==> src/hw/rtl/olpe_pkg.sv <==
// Package for the ordered list positional edit unit.
// Holds operation and status codes, sequencer states and the result beat type.
// No dependencies.
`default_nettype none

package olpe_pkg;

  // Fixed field widths of the channel payloads.
  localparam int unsigned FUNC_W  = 3;
  localparam int unsigned VALUE_W = 32;
  localparam int unsigned POS_W   = 8;
  localparam int unsigned COUNT_W = 7;
  localparam int unsigned STAT_W  = 2;

  // Operation codes carried by func. Codes above OP_DUMP act as a count.
  typedef enum logic [FUNC_W-1:0] {
    OP_APPEND = 3'd0,
    OP_INSERT = 3'd1,
    OP_DELETE = 3'd2,
    OP_COUNT  = 3'd3,
    OP_DUMP   = 3'd4
  } olpe_op_e;

  // Status codes of a result beat.
  typedef enum logic [STAT_W-1:0] {
    STAT_OK     = 2'd0,
    STAT_BADPOS = 2'd1,
    STAT_FULL   = 2'd2,
    STAT_EMPTY  = 2'd3
  } olpe_status_e;

  // Sequencer states.
  typedef enum logic [3:0] {
    ST_IDLE,
    ST_DECODE,
    ST_INS_RD,
    ST_INS_WR,
    ST_DEL_RD,
    ST_DEL_WR,
    ST_DUMP_RD,
    ST_DUMP_OUT,
    ST_RESULT
  } olpe_state_e;

  // One result beat.
  typedef struct packed {
    logic signed [VALUE_W-1:0] item_value;
    logic [COUNT_W-1:0]        entry_count;
    olpe_status_e              status;
    logic                      last;
  } olpe_res_t;

endpackage

`default_nettype wire

==> src/hw/rtl/olpe_if.sv <==
// Channel interfaces of the ordered list positional edit unit.
// Depends on olpe_pkg for the payload widths.
`default_nettype none

// Command channel: one beat carries one list operation.
interface olpe_in_if;
  import olpe_pkg::*;

  logic                      valid;
  logic                      ready;
  logic [FUNC_W-1:0]         func;
  logic signed [VALUE_W-1:0] value;
  logic [POS_W-1:0]          position;

  modport source (output valid, output func, output value, output position, input ready);
  modport sink   (input valid, input func, input value, input position, output ready);
endinterface

// Result channel: one beat per result.
interface olpe_out_if;
  import olpe_pkg::*;

  logic                      valid;
  logic                      ready;
  logic signed [VALUE_W-1:0] item_value;
  logic [COUNT_W-1:0]        entry_count;
  logic [STAT_W-1:0]         status;
  logic                      last;

  modport source (output valid, output item_value, output entry_count, output status,
                  output last, input ready);
  modport sink   (input valid, input item_value, input entry_count, input status,
                  input last, output ready);
endinterface

`default_nettype wire

==> src/hw/rtl/ordered_list_positional_edit_unit.sv <==
// Ordered list of up to DEPTH signed 32-bit values, edited by 1-based position.
// One command is worked on at a time; the command port is ready only while the
// sequencer is idle. All entry moves go through one store with a write port and
// a registered read port, so each moved entry takes a read state and a write state.
// Each result waits in an output register, which frees the sequencer for the
// next command as soon as the final beat is loaded there.
// Depends on olpe_pkg, olpe_if, olpe_store and olpe_ctrl.
`default_nettype none

module ordered_list_positional_edit_unit #(
  parameter int unsigned DEPTH = 32
) (
  input  wire logic clk_i,
  input  wire logic rst_ni,
  olpe_in_if.sink   in_i,
  olpe_out_if.source out_o
);
  import olpe_pkg::*;

  localparam int unsigned AddrW = (DEPTH > 1) ? $clog2(DEPTH) : 1;

  logic                      res_valid;
  logic                      res_ready;
  olpe_res_t                 res;
  logic                      wr_en;
  logic [AddrW-1:0]          wr_addr;
  logic signed [VALUE_W-1:0] wr_data;
  logic                      rd_en;
  logic [AddrW-1:0]          rd_addr;
  logic signed [VALUE_W-1:0] rd_data;

  logic      out_valid_q;
  olpe_res_t out_beat_q;

  olpe_ctrl #(.DEPTH(DEPTH)) u_ctrl (
    .clk_i         (clk_i),
    .rst_ni        (rst_ni),
    .in_valid_i    (in_i.valid),
    .in_ready_o    (in_i.ready),
    .in_func_i     (in_i.func),
    .in_value_i    (in_i.value),
    .in_position_i (in_i.position),
    .res_valid_o   (res_valid),
    .res_ready_i   (res_ready),
    .res_o         (res),
    .wr_en_o       (wr_en),
    .wr_addr_o     (wr_addr),
    .wr_data_o     (wr_data),
    .rd_en_o       (rd_en),
    .rd_addr_o     (rd_addr),
    .rd_data_i     (rd_data)
  );

  olpe_store #(.DEPTH(DEPTH)) u_store (
    .clk_i     (clk_i),
    .wr_en_i   (wr_en),
    .wr_addr_i (wr_addr),
    .wr_data_i (wr_data),
    .rd_en_i   (rd_en),
    .rd_addr_i (rd_addr),
    .rd_data_o (rd_data)
  );

  // Output register: takes a beat when empty or being drained.
  assign res_ready = !out_valid_q || out_o.ready;

  always_ff @(posedge clk_i or negedge rst_ni) begin
    if (!rst_ni) begin
      out_valid_q <= 1'b0;
    end else if (res_ready) begin
      out_valid_q <= res_valid;
    end
  end

  always_ff @(posedge clk_i) begin
    if (res_valid && res_ready) begin
      out_beat_q <= res;
    end
  end

  assign out_o.valid       = out_valid_q;
  assign out_o.item_value  = out_beat_q.item_value;
  assign out_o.entry_count = out_beat_q.entry_count;
  assign out_o.status      = out_beat_q.status;
  assign out_o.last        = out_beat_q.last;

endmodule

`default_nettype wire

==> src/hw/rtl/olpe_store.sv <==
// Entry storage of the ordered list: one write port, one registered read port.
// Depends on olpe_pkg for the value width.
`default_nettype none

module olpe_store #(
  parameter int unsigned DEPTH = 32,
  localparam int unsigned AddrW = (DEPTH > 1) ? $clog2(DEPTH) : 1
) (
  input  wire logic                               clk_i,
  input  wire logic                               wr_en_i,
  input  wire logic [AddrW-1:0]                   wr_addr_i,
  input  wire logic signed [olpe_pkg::VALUE_W-1:0] wr_data_i,
  input  wire logic                               rd_en_i,
  input  wire logic [AddrW-1:0]                   rd_addr_i,
  output      logic signed [olpe_pkg::VALUE_W-1:0] rd_data_o
);
  import olpe_pkg::*;

  logic signed [VALUE_W-1:0] mem_q [DEPTH];
  logic signed [VALUE_W-1:0] rd_data_q;

  // Write port.
  always_ff @(posedge clk_i) begin
    if (wr_en_i) begin
      mem_q[wr_addr_i] <= wr_data_i;
    end
  end

  // Read port; the data holds until the next read.
  always_ff @(posedge clk_i) begin
    if (rd_en_i) begin
      rd_data_q <= mem_q[rd_addr_i];
    end
  end

  assign rd_data_o = rd_data_q;

endmodule

`default_nettype wire

==> src/hw/rtl/olpe_ctrl.sv <==
// Sequencer of the ordered list: decodes a command, moves entries one at a
// time through the store with a shared index step unit, and issues result beats.
// Depends on olpe_pkg.
`default_nettype none

module olpe_ctrl #(
  parameter int unsigned DEPTH = 32,
  localparam int unsigned AddrW = (DEPTH > 1) ? $clog2(DEPTH) : 1,
  localparam int unsigned CntW  = $clog2(DEPTH + 1)
) (
  input  wire logic                                clk_i,
  input  wire logic                                rst_ni,
  // Command side.
  input  wire logic                                in_valid_i,
  output      logic                                in_ready_o,
  input  wire logic [olpe_pkg::FUNC_W-1:0]         in_func_i,
  input  wire logic signed [olpe_pkg::VALUE_W-1:0] in_value_i,
  input  wire logic [olpe_pkg::POS_W-1:0]          in_position_i,
  // Result side.
  output      logic                                res_valid_o,
  input  wire logic                                res_ready_i,
  output      olpe_pkg::olpe_res_t                 res_o,
  // Store port.
  output      logic                                wr_en_o,
  output      logic [AddrW-1:0]                    wr_addr_o,
  output      logic signed [olpe_pkg::VALUE_W-1:0] wr_data_o,
  output      logic                                rd_en_o,
  output      logic [AddrW-1:0]                    rd_addr_o,
  input  wire logic signed [olpe_pkg::VALUE_W-1:0] rd_data_i
);
  import olpe_pkg::*;

  olpe_state_e               state_q, state_d;
  logic [FUNC_W-1:0]         op_q;
  logic signed [VALUE_W-1:0] value_q;
  logic [POS_W-1:0]          pos_q;
  logic [CntW-1:0]           cnt_q, cnt_d;
  logic [AddrW-1:0]          idx_q, idx_d;
  olpe_status_e              status_q, status_d;

  // Shared index unit: the index plus or minus one.
  logic            step_dec;
  logic [CntW-1:0] step_sum;
  logic [AddrW-1:0] step_idx;

  assign step_dec = (state_q == ST_INS_RD) || (state_q == ST_INS_WR);
  assign step_sum = CntW'(idx_q) + (step_dec ? {CntW{1'b1}} : CntW'(1));
  assign step_idx = step_sum[AddrW-1:0];

  // Position and fill checks.
  logic [POS_W:0]   pos_ext;
  logic [POS_W:0]   cnt_ext;
  logic [POS_W-1:0] pos_m1;
  logic             ins_bad, del_bad, is_full, is_empty;
  logic             ins_at_pos, del_done, dump_last;

  assign pos_ext    = {1'b0, pos_q};
  assign cnt_ext    = (POS_W + 1)'(cnt_q);
  assign pos_m1     = pos_q - POS_W'(1);
  assign ins_bad    = (pos_q == '0) || (pos_ext > cnt_ext + (POS_W + 1)'(1));
  assign del_bad    = (pos_q == '0) || (pos_ext > cnt_ext);
  assign is_full    = (cnt_q == CntW'(DEPTH));
  assign is_empty   = (cnt_q == '0);
  assign ins_at_pos = (POS_W'(idx_q) == pos_m1);
  assign del_done   = (step_sum >= cnt_q);
  assign dump_last  = (step_sum == cnt_q);

  // Next state.
  always_comb begin
    state_d = state_q;
    unique case (state_q)
      ST_IDLE: begin
        if (in_valid_i) state_d = ST_DECODE;
      end
      ST_DECODE: begin
        case (op_q)
          OP_INSERT: state_d = (ins_bad || is_full) ? ST_RESULT : ST_INS_RD;
          OP_DELETE: state_d = del_bad ? ST_RESULT : ST_DEL_RD;
          OP_DUMP:   state_d = is_empty ? ST_RESULT : ST_DUMP_RD;
          default:   state_d = ST_RESULT;
        endcase
      end
      ST_INS_RD:  state_d = ins_at_pos ? ST_RESULT : ST_INS_WR;
      ST_INS_WR:  state_d = ST_INS_RD;
      ST_DEL_RD:  state_d = del_done ? ST_RESULT : ST_DEL_WR;
      ST_DEL_WR:  state_d = ST_DEL_RD;
      ST_DUMP_RD: state_d = ST_DUMP_OUT;
      ST_DUMP_OUT: begin
        if (res_ready_i) state_d = dump_last ? ST_IDLE : ST_DUMP_RD;
      end
      ST_RESULT: begin
        if (res_ready_i) state_d = ST_IDLE;
      end
      default: state_d = ST_IDLE;
    endcase
  end

  // Outputs and datapath updates.
  always_comb begin
    in_ready_o  = 1'b0;
    res_valid_o = 1'b0;
    res_o       = '{item_value: '0, entry_count: COUNT_W'(cnt_q), status: status_q, last: 1'b1};
    wr_en_o     = 1'b0;
    wr_addr_o   = idx_q;
    wr_data_o   = value_q;
    rd_en_o     = 1'b0;
    rd_addr_o   = step_idx;
    cnt_d       = cnt_q;
    idx_d       = idx_q;
    status_d    = status_q;
    unique case (state_q)
      ST_IDLE: begin
        in_ready_o = 1'b1;
      end
      ST_DECODE: begin
        status_d = STAT_OK;
        case (op_q)
          OP_APPEND: begin
            if (is_full) begin
              status_d = STAT_FULL;
            end else begin
              wr_en_o   = 1'b1;
              wr_addr_o = cnt_q[AddrW-1:0];
              cnt_d     = cnt_q + CntW'(1);
            end
          end
          OP_INSERT: begin
            if (ins_bad) begin
              status_d = STAT_BADPOS;
            end else if (is_full) begin
              status_d = STAT_FULL;
            end else begin
              idx_d = cnt_q[AddrW-1:0];
            end
          end
          OP_DELETE: begin
            if (del_bad) status_d = STAT_BADPOS;
            else idx_d = pos_m1[AddrW-1:0];
          end
          OP_DUMP: begin
            if (is_empty) status_d = STAT_EMPTY;
            else idx_d = '0;
          end
          default: ;
        endcase
      end
      ST_INS_RD: begin
        // Either drop the new value into its slot or fetch the entry below.
        if (ins_at_pos) begin
          wr_en_o = 1'b1;
          cnt_d   = cnt_q + CntW'(1);
        end else begin
          rd_en_o = 1'b1;
        end
      end
      ST_INS_WR: begin
        wr_en_o   = 1'b1;
        wr_data_o = rd_data_i;
        idx_d     = step_idx;
      end
      ST_DEL_RD: begin
        if (del_done) cnt_d = cnt_q - CntW'(1);
        else rd_en_o = 1'b1;
      end
      ST_DEL_WR: begin
        wr_en_o   = 1'b1;
        wr_data_o = rd_data_i;
        idx_d     = step_idx;
      end
      ST_DUMP_RD: begin
        rd_en_o   = 1'b1;
        rd_addr_o = idx_q;
      end
      ST_DUMP_OUT: begin
        res_valid_o = 1'b1;
        res_o = '{item_value: rd_data_i, entry_count: COUNT_W'(cnt_q), status: STAT_OK,
                  last: dump_last};
        if (res_ready_i && !dump_last) idx_d = step_idx;
      end
      ST_RESULT: begin
        res_valid_o = 1'b1;
      end
      default: ;
    endcase
  end

  // Control registers.
  always_ff @(posedge clk_i or negedge rst_ni) begin
    if (!rst_ni) begin
      state_q  <= ST_IDLE;
      cnt_q    <= '0;
      idx_q    <= '0;
      status_q <= STAT_OK;
    end else begin
      state_q  <= state_d;
      cnt_q    <= cnt_d;
      idx_q    <= idx_d;
      status_q <= status_d;
    end
  end

  // Command capture.
  always_ff @(posedge clk_i) begin
    if (in_valid_i && in_ready_o) begin
      op_q    <= in_func_i;
      value_q <= in_value_i;
      pos_q   <= in_position_i;
    end
  end

`ifndef ASSERT_OFF
  // The entry count never passes the capacity.
  a_cnt_bound: assert property (@(posedge clk_i) disable iff (!rst_ni)
    cnt_q <= CntW'(DEPTH))
    else $error("entry count above capacity");

  // A new command is never taken while a result beat is offered.
  a_ready_excl: assert property (@(posedge clk_i) disable iff (!rst_ni)
    in_ready_o |-> !res_valid_o)
    else $error("command taken while a result is pending");

  // Store writes stay inside the array.
  a_wr_range: assert property (@(posedge clk_i) disable iff (!rst_ni)
    wr_en_o |-> (CntW'(wr_addr_o) < CntW'(DEPTH)))
    else $error("store write beyond capacity");

  // A delivered final beat ends the command.
  a_last_idle: assert property (@(posedge clk_i) disable iff (!rst_ni)
    (res_valid_o && res_ready_i && res_o.last) |=> (state_q == ST_IDLE))
    else $error("sequencer busy after final beat");

  // The count changes only while a command is being worked on.
  a_cnt_stable: assert property (@(posedge clk_i) disable iff (!rst_ni)
    (state_q == ST_IDLE) |=> $stable(cnt_q))
    else $error("entry count changed while idle");
`endif

endmodule

`default_nettype wire
==> src/flat_wrapper.sv <==
// flat-port wrapper written by rule: the top's interface ports become plain ports
module ordered_list_positional_edit_unit_flat import olpe_pkg::*;
#(
  parameter int unsigned DEPTH = 32
)
  (clk_i, rst_ni, in_i_valid, in_i_func, in_i_value, in_i_position, in_i_ready, out_o_valid, out_o_item_value, out_o_entry_count, out_o_status, out_o_last, out_o_ready);
  olpe_in_if in_i_i ();
  olpe_out_if out_o_i ();
  input  wire logic clk_i;
  input  wire logic rst_ni;
  input wire logic [$bits(in_i_i.valid)-1:0] in_i_valid;
  input wire logic [$bits(in_i_i.func)-1:0] in_i_func;
  input wire logic [$bits(in_i_i.value)-1:0] in_i_value;
  input wire logic [$bits(in_i_i.position)-1:0] in_i_position;
  output wire logic [$bits(in_i_i.ready)-1:0] in_i_ready;
  output wire logic [$bits(out_o_i.valid)-1:0] out_o_valid;
  output wire logic [$bits(out_o_i.item_value)-1:0] out_o_item_value;
  output wire logic [$bits(out_o_i.entry_count)-1:0] out_o_entry_count;
  output wire logic [$bits(out_o_i.status)-1:0] out_o_status;
  output wire logic [$bits(out_o_i.last)-1:0] out_o_last;
  input wire logic [$bits(out_o_i.ready)-1:0] out_o_ready;
  assign in_i_i.valid = in_i_valid;
  assign in_i_i.func = in_i_func;
  assign in_i_i.value = in_i_value;
  assign in_i_i.position = in_i_position;
  assign in_i_ready = in_i_i.ready;
  assign out_o_valid = out_o_i.valid;
  assign out_o_item_value = out_o_i.item_value;
  assign out_o_entry_count = out_o_i.entry_count;
  assign out_o_status = out_o_i.status;
  assign out_o_last = out_o_i.last;
  assign out_o_i.ready = out_o_ready;
  ordered_list_positional_edit_unit #(.DEPTH(DEPTH)) u_core (.clk_i(clk_i), .rst_ni(rst_ni), .in_i(in_i_i), .out_o(out_o_i));
endmodule
==> config.mk <==
export PLATFORM = sky130hd
export DESIGN_NAME = ordered_list_positional_edit_unit_flat
export DESIGN_NICKNAME = d
export VERILOG_FILES = /design/src/hw/rtl/olpe_pkg.sv /design/src/hw/rtl/olpe_if.sv /design/src/hw/rtl/ordered_list_positional_edit_unit.sv /design/src/hw/rtl/olpe_store.sv /design/src/hw/rtl/olpe_ctrl.sv /design/src/flat_wrapper.sv
export SDC_FILE = /design/constraint.sdc
export NUM_CORES = 1
export LEC_CHECK = 0
export BUFFER_PORTS_ARGS = -buffer_cell sky130_fd_sc_hd__buf_2
export CAP_MARGIN = 20
export CORE_MARGIN = 5
export CORE_UTILIZATION = 25
export CTS_BUF_LIST = sky130_fd_sc_hd__clkbuf_4
export CTS_CLUSTER_SIZE = 10
export DETAILED_ROUTE_END_ITERATION = 7
export PLACE_DENSITY_LB_ADDON = 0.08
export SETUP_SLACK_MARGIN = 0.02
export SYNTH_ARGS = -nofsm -noshare
export SYNTH_HDL_FRONTEND = slang
export SYNTH_SLANG_ARGS = --single-unit
==> constraint.sdc <==
create_clock -name clk_i -period 14.6 [get_ports clk_i]
set_clock_uncertainty 0.05 [all_clocks]
set_input_delay 2.92 -clock clk_i [delete_from_list [all_inputs] [get_ports clk_i]]
set_output_delay 2.92 -clock clk_i [all_outputs]
set_load 0.02 [all_outputs]
==> Word-level counts from Yosys, hierarchy flattened <==
Memories as Yosys holds them, arrays and structs flattened. A register that Yosys moved wholly into a read port is not among the register bits.
Index checks and enable logic that the tools add are counted.
{ "totals": {"reg_bits": 103, "ram_bits": 1024, "input_bits": 47, "elab_cells": 112, "n_memories": 1} }
{ "memory_table": {"columns": ["name", "words", "word_bits", "read_ports", "rd_clocked_by_memory_dff", "wr", "line_no", "rtl"], "rows": [
  ["u_core.u_store.mem_q", 32, 32, 1, 1, 1, "olpe_store.sv:19", "logic signed [VALUE_W-1:0] mem_q [DEPTH];"]
]} }
{ "classes": {"add_sub_neg": 5, "magnitude_cmp": 3, "eq_ne": 26, "muxes": 44, "reduce_logical": 21} }
{ "ops": {"columns": ["operator", "count"], "rows": [
  ["$mux W5", 8],
  ["$pmux W4 S9", 1],
  ["$mux W32", 1],
  ["$mux W4", 8],
  ["$mux W6", 5],
  ["$pmux W5 S3", 2],
  ["$pmux W6 S3", 1],
  ["$eq A4 B3 Y1 const B", 4],
  ["$pmux W4 S3", 1],
  ["$mux W1", 10],
  ["$ne A2 B2 Y1 const B", 5],
  ["$ne A3 B3 Y1 const B", 3],
  ["$eq A4 B2 Y1 const B", 2],
  ["$eq A5 B8 Y1", 1],
  ["$gt A8 B6 Y1", 1],
  ["$gt A8 B7 Y1", 1],
  ["$logic_not A8 Y1", 1],
  ["$pmux W2 S4", 1],
  ["$sub A8 B1 Y8 const B", 1],
  ["$add A6 B1 Y7 const B", 1],
  ["$add A5 B6 Y6", 1],
  ["$add A6 B1 Y6 const B", 1],
  ["$eq A6 B6 Y1", 1],
  ["$eq A6 B6 Y1 const B", 1],
  ["other kinds (23)", 37]
]} }

==> Longest topological paths before layout <==
Gate-level depths: netlist of the first run.
{ "depth": {"ltp_word": 9, "ltp_mapped": 20} }

==> Modules after synthesis <==
From an unflattened synthesis of the first run, not the netlist that was laid out.
{ "unflattened": {"hier_cells": 2728, "area_unflattened_um2": 46423.3} }
{ "by_module_without_submodules": {"columns": ["mod", "instances", "cells_each", "area_each_um2"], "rows": [
  ["olpe_store", 1, 2260, 40812.9],
  ["olpe_ctrl", 1, 422, 4295.4],
  ["ordered_list_positional_edit_unit", 1, 46, 1315.0]
]} }

==> Least setup slack after synthesis of the first run <==
No wires, ideal clock.
{ "synth_timing": {"path_kind": "reg2reg", "start": "register u_core.u_ctrl.pos_q[0]", "end": "memory u_core.u_store.mem_q[9][0], enable pin", "arrival_time_ps": 5467, "t_required_ps": 14037, "setup_slack_ps": 8570, "stages_incl_launch_ff": 10, "n_path_buf": 0, "period_less_slack_ps": 6030, "cell_sequence": "edfxtp_1 inv_1 ha_1 xnor2_1 or3_4 nor4_4 a41oi_2 nor3_1 nor2_1 nor4b_1"} }
{ "synth_between": {"elab_chain_len": 6} }
{ "synth_lines": {"columns": ["item", "line_no", "rtl"], "rows": [
  ["start, declared", "olpe_ctrl.sv:36", "logic [POS_W-1:0] pos_q;"],
  ["start signal, assigned", "olpe_ctrl.sv:207", "pos_q <= in_position_i;"],
  ["$sub A8 B1 Y8", "olpe_ctrl.sv:59", "assign pos_m1 = pos_q - POS_W'(1);"],
  ["$eq A5 B8 Y1", "olpe_ctrl.sv:64", "assign ins_at_pos = (POS_W'(idx_q) == pos_m1);"],
  ["$mux W1", "olpe_ctrl.sv:149", "if (ins_at_pos) begin"],
  ["$pmux W1 S3", "olpe_ctrl.sv:111", "unique case (state_q)"],
  ["$mux W1", "olpe_store.sv:24", "if (wr_en_i) begin"],
  ["$mux W1 (implied by the code)", "olpe_store.sv:25", "mem_q[wr_addr_i] <= wr_data_i;"],
  ["end, declared", "olpe_store.sv:19", null]
]} }
Every way passes these cells.

==> Worst setup path in the final report of the first run <==
{ "layout_timing": {"start": "register u_core.u_ctrl.state_q[1]", "end": "register u_core.u_store.rd_data_q[23], in the netlist u_core.u_store.rd_data_o[23] (read register of u_core.u_store.mem_q), data pin"} }
{ "layout_between": {"elab_chain_len": 7, "word_cells_on_any_way": 11} }
{ "layout_lines": {"columns": ["item", "line_no", "rtl"], "rows": [
  ["start, declared", "olpe_ctrl.sv:33", "olpe_state_e state_q, state_d;"],
  ["start signal, assigned", "olpe_ctrl.sv:195", "state_q <= state_d;"],
  ["$eq A4 B2 Y1 (on tied branches)", "olpe_ctrl.sv:46, olpe_ctrl.sv:111", null],
  ["$logic_or A1 B1 Y1", "olpe_ctrl.sv:46", "assign step_dec = (state_q == ST_INS_RD) || (state_q == ST_INS_WR);"],
  ["$mux W6", "olpe_ctrl.sv:47", "assign step_sum = CntW'(idx_q) + (step_dec ? {CntW{1'b1}} : CntW'(1));"],
  ["$add A5 B6 Y6", "olpe_ctrl.sv:47", null],
  ["$ge A6 B6 Y1", "olpe_ctrl.sv:65", "assign del_done = (step_sum >= cnt_q);"],
  ["$mux W1", "olpe_ctrl.sv:162", "if (del_done) cnt_d = cnt_q - CntW'(1);"],
  ["$pmux W1 S3", "olpe_ctrl.sv:111", null],
  ["end, declared", "olpe_store.sv:20", "logic signed [VALUE_W-1:0] rd_data_q;"]
]} }
Several ways; a longest one is shown, not always the timed one.
A chain may end at the register's enable or synchronous reset.

==> results of run 1 <==
-- critical path, delay by kind of cell, from the launching register on --
family                     cells  cell delay, ps
muxes                          2             800
AOI/OAI and AO/OA              3             420
buffers and inverters          4            2230
adders and majority gates      1             650
DFF                            1             710
and+or+nand+nor                2             630
-- cell usage in the layout (no fill, tap or decap), types with 5 or more instances in the layout --
master / synthesis / routed
sky130_fd_sc_hd__inv_1: 20 / 18
sky130_fd_sc_hd__edfxtp_1: 1140 / 1140
sky130_fd_sc_hd__clkbuf_4: 0 / 498
sky130_fd_sc_hd__a21oi_1: 140 / 139
sky130_fd_sc_hd__nand2_1: 942 / 935
sky130_fd_sc_hd__nor3_1: 25 / 13
sky130_fd_sc_hd__and3_1: 5 / 5
sky130_fd_sc_hd__or4_1: 30 / 30
sky130_fd_sc_hd__dfrtp_1: 18 / 16
sky130_fd_sc_hd__nand3_1: 393 / 391
sky130_fd_sc_hd__clkinv_2: 0 / 5
sky130_fd_sc_hd__nor2b_1: 40 / 40
sky130_fd_sc_hd__buf_4: 7 / 92
sky130_fd_sc_hd__nand2_2: 0 / 5
sky130_fd_sc_hd__a31oi_1: 73 / 73
sky130_fd_sc_hd__nor3_2: 1 / 12
sky130_fd_sc_hd__mux2i_1: 41 / 40
sky130_fd_sc_hd__o21ai_0: 54 / 54
sky130_fd_sc_hd__o22ai_1: 93 / 93
sky130_fd_sc_hd__nor4b_1: 32 / 31
sky130_fd_sc_hd__xnor2_1: 19 / 19
sky130_fd_sc_hd__o41ai_1: 30 / 30
sky130_fd_sc_hd__nand2b_1: 7 / 6
sky130_fd_sc_hd__o21a_1: 37 / 37
sky130_fd_sc_hd__ha_1: 31 / 31
sky130_fd_sc_hd__clkinv_1: 2 / 58
sky130_fd_sc_hd__a221oi_1: 32 / 32
sky130_fd_sc_hd__buf_16: 0 / 16
sky130_fd_sc_hd__nor2_4: 0 / 19
sky130_fd_sc_hd__o221ai_1: 65 / 65
sky130_fd_sc_hd__buf_2: 90 / 89
sky130_fd_sc_hd__a211oi_1: 159 / 159
sky130_fd_sc_hd__and2_1: 35 / 34
sky130_fd_sc_hd__a21o_1: 5 / 5
sky130_fd_sc_hd__nor2_1: 108 / 89
sky130_fd_sc_hd__mux4_2: 33 / 33
-- stage by stage --
| stage | setup slack (ps) | util, % |
|---|---|---|
| 2_1_floorplan | 8570 | - |
| 3_3_place_gp | 8740 | 27.0 |
| 3_5_place_dp | 8630 | 27.0 |
| 4_1_cts | 8520 | 29.0 |
| 5_1_grt | 8200 | 29.2 |
| 6_report | 8610 | 29.2 |
-- cell families (layout without fill, tap and decap cells) --
logic type / count (synthesis) / after routing / share of synthesized area (%)
adders and majority gates: 33 / 33 / 0.851
muxes: 77 / 77 / 2.38
DFF: 1158 / 1158 / 68.9
other: 1 / 3 / 0.00745
AOI/OAI and AO/OA: 734 / 734 / 10.0
and+or+nand+nor: 1644 / 1644 / 14.5
buffers and inverters: 328 / 788 / 2.75
xor gates and xnor gates: 24 / 24 / 0.473
-- path summary, 6_finish.rpt --
kind | startpoint | to | slack [ps] | cells past startpoint
max | u_core.u_ctrl.state_q[1] | u_core.u_store.rd_data_o[23] | 8610 | 12
min | u_core.u_ctrl.status_q[1] | u_core.u_ctrl.status_q[1] | 460 | 2
max reg2reg | u_core.u_ctrl.state_q[1] | u_core.u_store.rd_data_o[23] | 8610 | 12
min reg2reg | u_core.u_ctrl.status_q[1] | u_core.u_ctrl.status_q[1] | 460 | 2
max in group asynchronous | rst_ni | u_core.u_ctrl.idx_q[2] | 12460 | 1
min in group asynchronous | rst_ni | u_core.out_o.valid | 1580 | 1
-- layer usage --
layer	global-route usage [%]	vias to the layer above	part of all wire [%]
li1	-	15800	-
met1	23.0	17700	46
met2	28.7	930	48
met3	3.04	283	4.3
met4	5.06	2	2.2
met5	0	-	0.0065
-- power groups by stage --
stage	logic, mW	clock network [mW]	registers [mW]
3_5_place_dp	7.32	0	4.59
2_1_floorplan	4.72	0	4.45
4_1_cts	7.34	3.16	4.52
3_3_place_gp	7.32	0	4.60
5_1_grt	8.04	3.34	4.51
6_report	7.30	3.01	4.50
-- cell type report --
cell class,instances,area (um2),area share (%)
Antenna cell,2,5.00,0.00856
Inverter,22,87.6,0.150
Clock buffer,498,3740,6.40
Sequential cell,1158,34700,59.3
Clock inverter,66,307,0.524
Multi-Input combinational cell,2513,14600,25.0
Tap cell,2656,3320,5.68
Timing Repair Buffer,202,1670,2.85
-- state kept, by name, indices dropped and copies added (netlist names), 3 cells and up --
| name | flops |
|---|---|
| u_core.u_store.mem_q | 1024 |
| u_core.out_o.item_value | 32 |
| u_core.u_ctrl.value_q | 32 |
| u_core.u_store.rd_data_o | 32 |
| u_core.u_ctrl.pos_q | 8 |
| u_core.out_o.entry_count | 6 |
| u_core.u_ctrl.cnt_q | 6 |
| u_core.u_ctrl.idx_q | 5 |
| u_core.u_ctrl.state_q | 4 |
| u_core.u_ctrl.op_q | 3 |
==> results by group, run 1 <==
Power and ir drop
  – Total internal power: 8.00 mW
  – Power dissipated by switching net loads: ~7 mW
  – Portion of total power attributed to the clock network: approximately a fifth
  – Pwr/cell area: around 250 mW/mm2
  – Worst vdd rail ir drop: 0.000258 V
  – Part of the total power dissipated in sequential elements: a little over 30%
  – Net switching share of the total power: around 46%
  – P_leak: 19.5 nW
  – Comb power frac: about half
  – Tot Pwr: 14.8 mW

Layout
  – Area added between synthesis and finish: 16.2%
  – Total of fill cells in the finished design: roughly 20000
  – Final #Nets: between 4000 and 5000
  – Filler-free cell count of the finished design: roughly 7100
  – Post-route standard cell area excluding fillers: slightly below 0.06 mm2
  – Ratio of cells with drive above 1 in the final layout: 18.3%

Floorplan
  – Floorplan core area: 0.200 mm2
  – Cell row count: 164
  – Initial core utilization: about 25%
  – Top Ports: around 90
  – DIE WIDTH: 459 um
  – Height of the die: between 400 and 500 um
  – Die ar.: approximately 0.21 mm2

Timing
  – Worst Hold Margin: 464 ps
  – TNS Setup: 0 ps
  – Hold Fails Final Rpt: 0
  – Number of max-slew violations in the final report: 0
  – RSZ-0062 raised after global routing: no
  – Min Tclk post-route: around 6000 ps
  – Final period util: 41.1%
  – Slew at the pin closest to its max-slew limit: between 1000 and 1500 ps
  – Maximum operating frequency: approximately 0.17 GHz
  – Setup violation total in the final timing report: 0
  – Relative slew margins: 29.7%

Yosys
  – Yosys synthesis warning count: 0
  – Most instantiated cells after synthesis: sky130_fd_sc_hd__edfxtp_1 (1140), sky130_fd_sc_hd__nand2_1 (942), sky130_fd_sc_hd__nand3_1 (393)
  – Mapped Nets: ~4000
  – Proportion of netlist area held by the largest area contributor: roughly 70%
  – Cell with the most instances after synthesis: sky130_fd_sc_hd__edfxtp_1
  – Library cell with the largest summed area after synthesis: sky130_fd_sc_hd__edfxtp_1
  – Cell Area, Synth: between 0.05 and 0.06 mm2
  – Post-synthesis instance total: 3999
  – Most used flip-flop cell after synthesis: sky130_fd_sc_hd__edfxtp_1
  – Number of distinct standard cells referenced by the synthesized netlist: between 80 and 90
  – Synth top area cells: sky130_fd_sc_hd__edfxtp_1 (68%), sky130_fd_sc_hd__nand2_1 (7.0%), sky130_fd_sc_hd__nand3_1 (3.9%)
  – Synthesized area per cell: between 10 and 15 um2
  – Count of flip-flops with a built-in enable after synthesis: about 1100
  – Async set-or-reset flop fraction in the synthesized netlist: between 1.5 and 2%
  – Sequential cell area fraction in the yosys report: between 60% and 70%
  – Number of register bits inferred by synthesis: between 1000 and 1500

Placed design
  – Detailed Place HPWL: 96400 um
  – Cell Area, Placed: ~0.054 mm2
  – Count of input and output buffers: slightly below 90
  – Number of cells in the design after placement: roughly 6500
  – Routability congestion estimate from global placement: ~0.7

CTS
  – Clock sink count: approximately 1200
  – Hold-fix buffer count after cts: 0
  – Number of buffers created by CTS: 356
  – TritonCTS clock tree: built
  – CTS-repair resized insts: 0
  – Clock network latency to the later pin of the worst-skew pair: between 1000 and 1500 ps
  – Buffer cell driving the clock tree root: sky130_fd_sc_hd__clkbuf_4
  – Clock transition at the registers of the reported paths: around 70 ps
  – Max H-tree Level: 5
  – Post-CTS Setup Repair Bufs: 0
  – Max Root-Sink Buffers: 4

Worst setup path
  – Cell chain of the critical path: nor3b_2, inv_1, fa_1, mux2i_4, buf_4, buf_4, buf_4, mux4_2, nand2_1, a31oi_1, o22ai_1, a21oi_1
  – Category of the critical setup timing path: reg -> reg
  – Data required time at the worst endpoint: between 15000 and 20000 ps
  – Capturing element type of the critical path: register
  – Peak fanout along the critical path: 58
  – Startpoint types: register
  – Most prevalent standard cell on the critical path: sky130_fd_sc_hd__buf_4
  – Data arrival, critical path: 6870 ps
  – Critical path's slowest cell: sky130_fd_sc_hd__dfrtp_1
  – Biggest cell delay along the critical path: just over 700 ps

GRT
  – Global Route Usage Sum: between 15 and 20%
  – Pin count of the biggest net entering global routing: 153
  – Wire length of the first global-routing pass: ~260000 um
  – Number of antenna violations at the first check in global routing: 6
  – Total global routing overflow: 0
  – Number of global-route vias before repair: 35500

Detailed routing
  – Drt pass-1 iters: 7
  – Final antenna-violating net count: 0
  – Detailed Route WL: around 190000 um
  – Via count normalized by instance count: 4.89
  – DRT iter0 DRCs: 2328
  – Detailed-route wire length per cell: 26.1 um
  – Vias: between 30000 and 40000
  – Number of remaining DRC errors: 0

Status
  – Status: complete, no violations

Min path
  – Worst min path class: reg -> reg

Run
  – Max Cap Violations: 0
Power figures use the tool's default switching activity.
==> inputs of run 2 (changes only) <==
Clock period 14.6 ns to 4.98 ns, I/O delays scaled along.
==> run 2 against run 1 <==
Die area did not move; flip-flop and latch count is the same; design area up 1.9%; count of clock-buffer cells in the layout down 9; critical path type unchanged; critical endpoint is now u_core.u_store.rd_data_o[20]; largest cell class unchanged.
==> results by group, run 2 (same netlist as run 1, synthesis figures left out) <==
Status
  – Status: complete, no violations

Worst setup path
  – Worst reg-to-reg path cell count: 12
  – Category of the critical setup timing path: reg -> reg
  – Peak fanout along the critical path: just under 70
  – Destination of the worst register-to-register timing path: u_core.u_store.rd_data_o[20]
  – Reg-to-reg critical path startpoint: u_core.u_ctrl.state_q[1]
  – Capturing element type of the critical path: register
  – Data required time at the worst endpoint: slightly below 6000 ps
  – Startpoint types: register
  – Setup slack on the worst flop-to-flop path: ~350 ps
  – Data arrival, critical path: about 5600 ps

Timing
  – Maximum operating frequency: roughly 0.22 GHz
  – Setup violation total in the final timing report: 0
  – Setup WS post-layout: between 300 and 400 ps
  – Hold Fails Final Rpt: 0
  – RSZ-0062 raised after global routing: no
  – Relative slew margins: about two fifths
  – Number of max-slew violations in the final report: 0
  – Min Tclk post-route: 4630 ps
  – Final period util: slightly above 90%
  – Slew at the pin closest to its max-slew limit: 925 ps

Floorplan
  – DIE WIDTH: 459 um
  – Height of the die: 459 um
  – Cell row count: roughly 160
  – Initial core utilization: 25.1%
  – Top Ports: between 90 and 100
  – Die ar.: approximately 0.21 mm2
  – Floorplan core area: about 0.20 mm2

Placed design
  – Routability congestion estimate from global placement: 0.750
  – Post-Place Setup Slack: about 280 ps
  – Number of cells in the design after placement: roughly 6600
  – Detailed Place HPWL: about 100000 um
  – Count of input and output buffers: 89
  – Cell Area, Placed: ~0.055 mm2

Min path
  – Worst min path class: in -> async

Detailed routing
  – Final antenna-violating net count: 0
  – Detailed Route WL: about 190000 um
  – Via count normalized by instance count: approximately 4.9
  – Detailed-route wire length per cell: 25.6 um
  – Drt pass-1 iters: 5
  – DRT iter0 DRCs: approximately 3000
  – Number of remaining DRC errors: 0
  – Vias: around 35000

GRT
  – Number of antenna violations at the first check in global routing: 10
  – Pin count of the biggest net entering global routing: around 90
  – Global Route Usage Sum: 17.3%
  – Wire length of the first global-routing pass: 264000 um
  – Number of global-route vias before repair: around 36000
  – Total global routing overflow: 0

Layout
  – Commonest non-fill, non-tap cells in the layout: sky130_fd_sc_hd__edfxtp_1 (1140), sky130_fd_sc_hd__nand2_1 (933), sky130_fd_sc_hd__clkbuf_4 (489)
  – Most frequent standard cell in the layout excluding fill and tap cells: sky130_fd_sc_hd__edfxtp_1
  – Largest register FFs: slightly above 1000
  – Utilization after layout: 29.8%
  – Ratio of cells with drive above 1 in the final layout: a little under a fifth
  – Area added between synthesis and finish: 18.4%
  – Post-route standard cell area excluding fillers: roughly 0.06 mm2
  – Register with the highest flop count: u_core.u_store.mem_q
  – Final #Nets: approximately 4400
  – Filler-free cell count of the finished design: between 7000 and 8000

CTS
  – Clock transition at the registers of the reported paths: 60 ps
  – Buffer cell driving the clock tree root: sky130_fd_sc_hd__clkbuf_4
  – Clock sink count: 1158
  – Max H-tree Level: 5
  – CTS-repair resized insts: 0
  – Max Root-Sink Buffers: 4
  – Clock network latency to the later pin of the worst-skew pair: 1310 ps
  – TritonCTS clock tree: built
  – Number of buffers created by CTS: between 300 and 400

Power and ir drop
  – P_leak: 20.0 nW
  – Tot Pwr: 45.2 mW
  – Worst vdd rail ir drop: 0.000641 V
  – Pwr/cell area: around 760 mW/mm2

Run
  – Max Cap Violations: 0
==> run 2: cell types whose count changed in the layout (fill, tap and decap cells not counted), sizes merged <==
cell and delta:
clkinv -1, diode +8, inv +1, clkbuf -9, buf +61, clkinvlp +1
dlygate4sd3 +47
==> run 2: area by class of cell <==
cell class | count | area [um2]
clock buffers | 489 | 3670
inverters | 22 | 87.6
repair buffers | 310 | 2770
multi-input cells | 2513 | 14700
diodes | 10 | 25.0
well taps | 2656 | 3320
fillers | 20500 | 141000
clock inverters | 67 | 319
flip-flops and latches | 1158 | 34700
==> run 2: how the worst max path moves through the flow <==
stage / startpoint / endpoint / depth (start not counted)
floorplan: u_core.u_ctrl.pos_q[0] / u_core.u_store.mem_q[1][0] / 9
global placement: u_core.u_ctrl.state_q[3] / u_core.u_store.rd_data_o[20] / 12
global route: u_core.u_ctrl.state_q[1] / u_core.u_store.rd_data_o[20] / 12
CTS: u_core.u_ctrl.state_q[1] / u_core.u_store.rd_data_o[20] / 12
finish: u_core.u_ctrl.state_q[1] / u_core.u_store.rd_data_o[20] / 12
detailed placement: u_core.u_ctrl.state_q[3] / u_core.u_store.rd_data_o[20] / 12
==> run 2: repair_timing <==
item | 4_1_cts | 5_1_grt
endpoints found under the hold margin | 63 | 0
buffers inserted | 0 | 0
hold buffers | 47 | 0
==> run 2: routing by layer <==
metal	wire length [um]	share of wire, %	vias to the layer above	track usage (%)
li1	-	-	16100	-
met3	9060	4.9	261	3.23
met5	13	0.0070	-	0
met1	86100	47	17800	23.9
met4	3760	2.0	2	4.69
met2	86200	47	1003	27.8
==> run 2: report_power, final <==
group / switching, mW / total, mW / internal (mW) / leakage (nW)
combinational: 16.5 / 23.5 / 6.95 / 7.08
sequential: 0.419 / 13.0 / 12.6 / 10.5
clock: 4.21 / 8.76 / 4.55 / 2.40
total: 21.2 / 45.2 / 24.1 / 20.0
==> run 2: worst max-delay path: stages, from the launching register on <==
cell,delay [ps]
sky130_fd_sc_hd__dfrtp_1,360
sky130_fd_sc_hd__nor3b_2,440
sky130_fd_sc_hd__inv_1,180
sky130_fd_sc_hd__fa_1,460
sky130_fd_sc_hd__buf_4,190
sky130_fd_sc_hd__mux2i_4,280
sky130_fd_sc_hd__buf_12,240
sky130_fd_sc_hd__buf_12,330
sky130_fd_sc_hd__mux4_2,560
sky130_fd_sc_hd__nand2_1,80
sky130_fd_sc_hd__a31oi_1,150
sky130_fd_sc_hd__o22ai_1,730
sky130_fd_sc_hd__a21oi_1,150
==> run 2: per-stage QoR <==
| stage | hold WS [ps] | TNS [ps] |
|---|---|---|
| 2_1_floorplan | 385 | -14880 |
| 3_3_place_gp | 429 | 0 |
| 6_report | 186 | 0 |
| 5_1_grt | 83.9 | 0 |
| 4_1_cts | 4.59 | 0 |
| 3_5_place_dp | 434 | 0 |
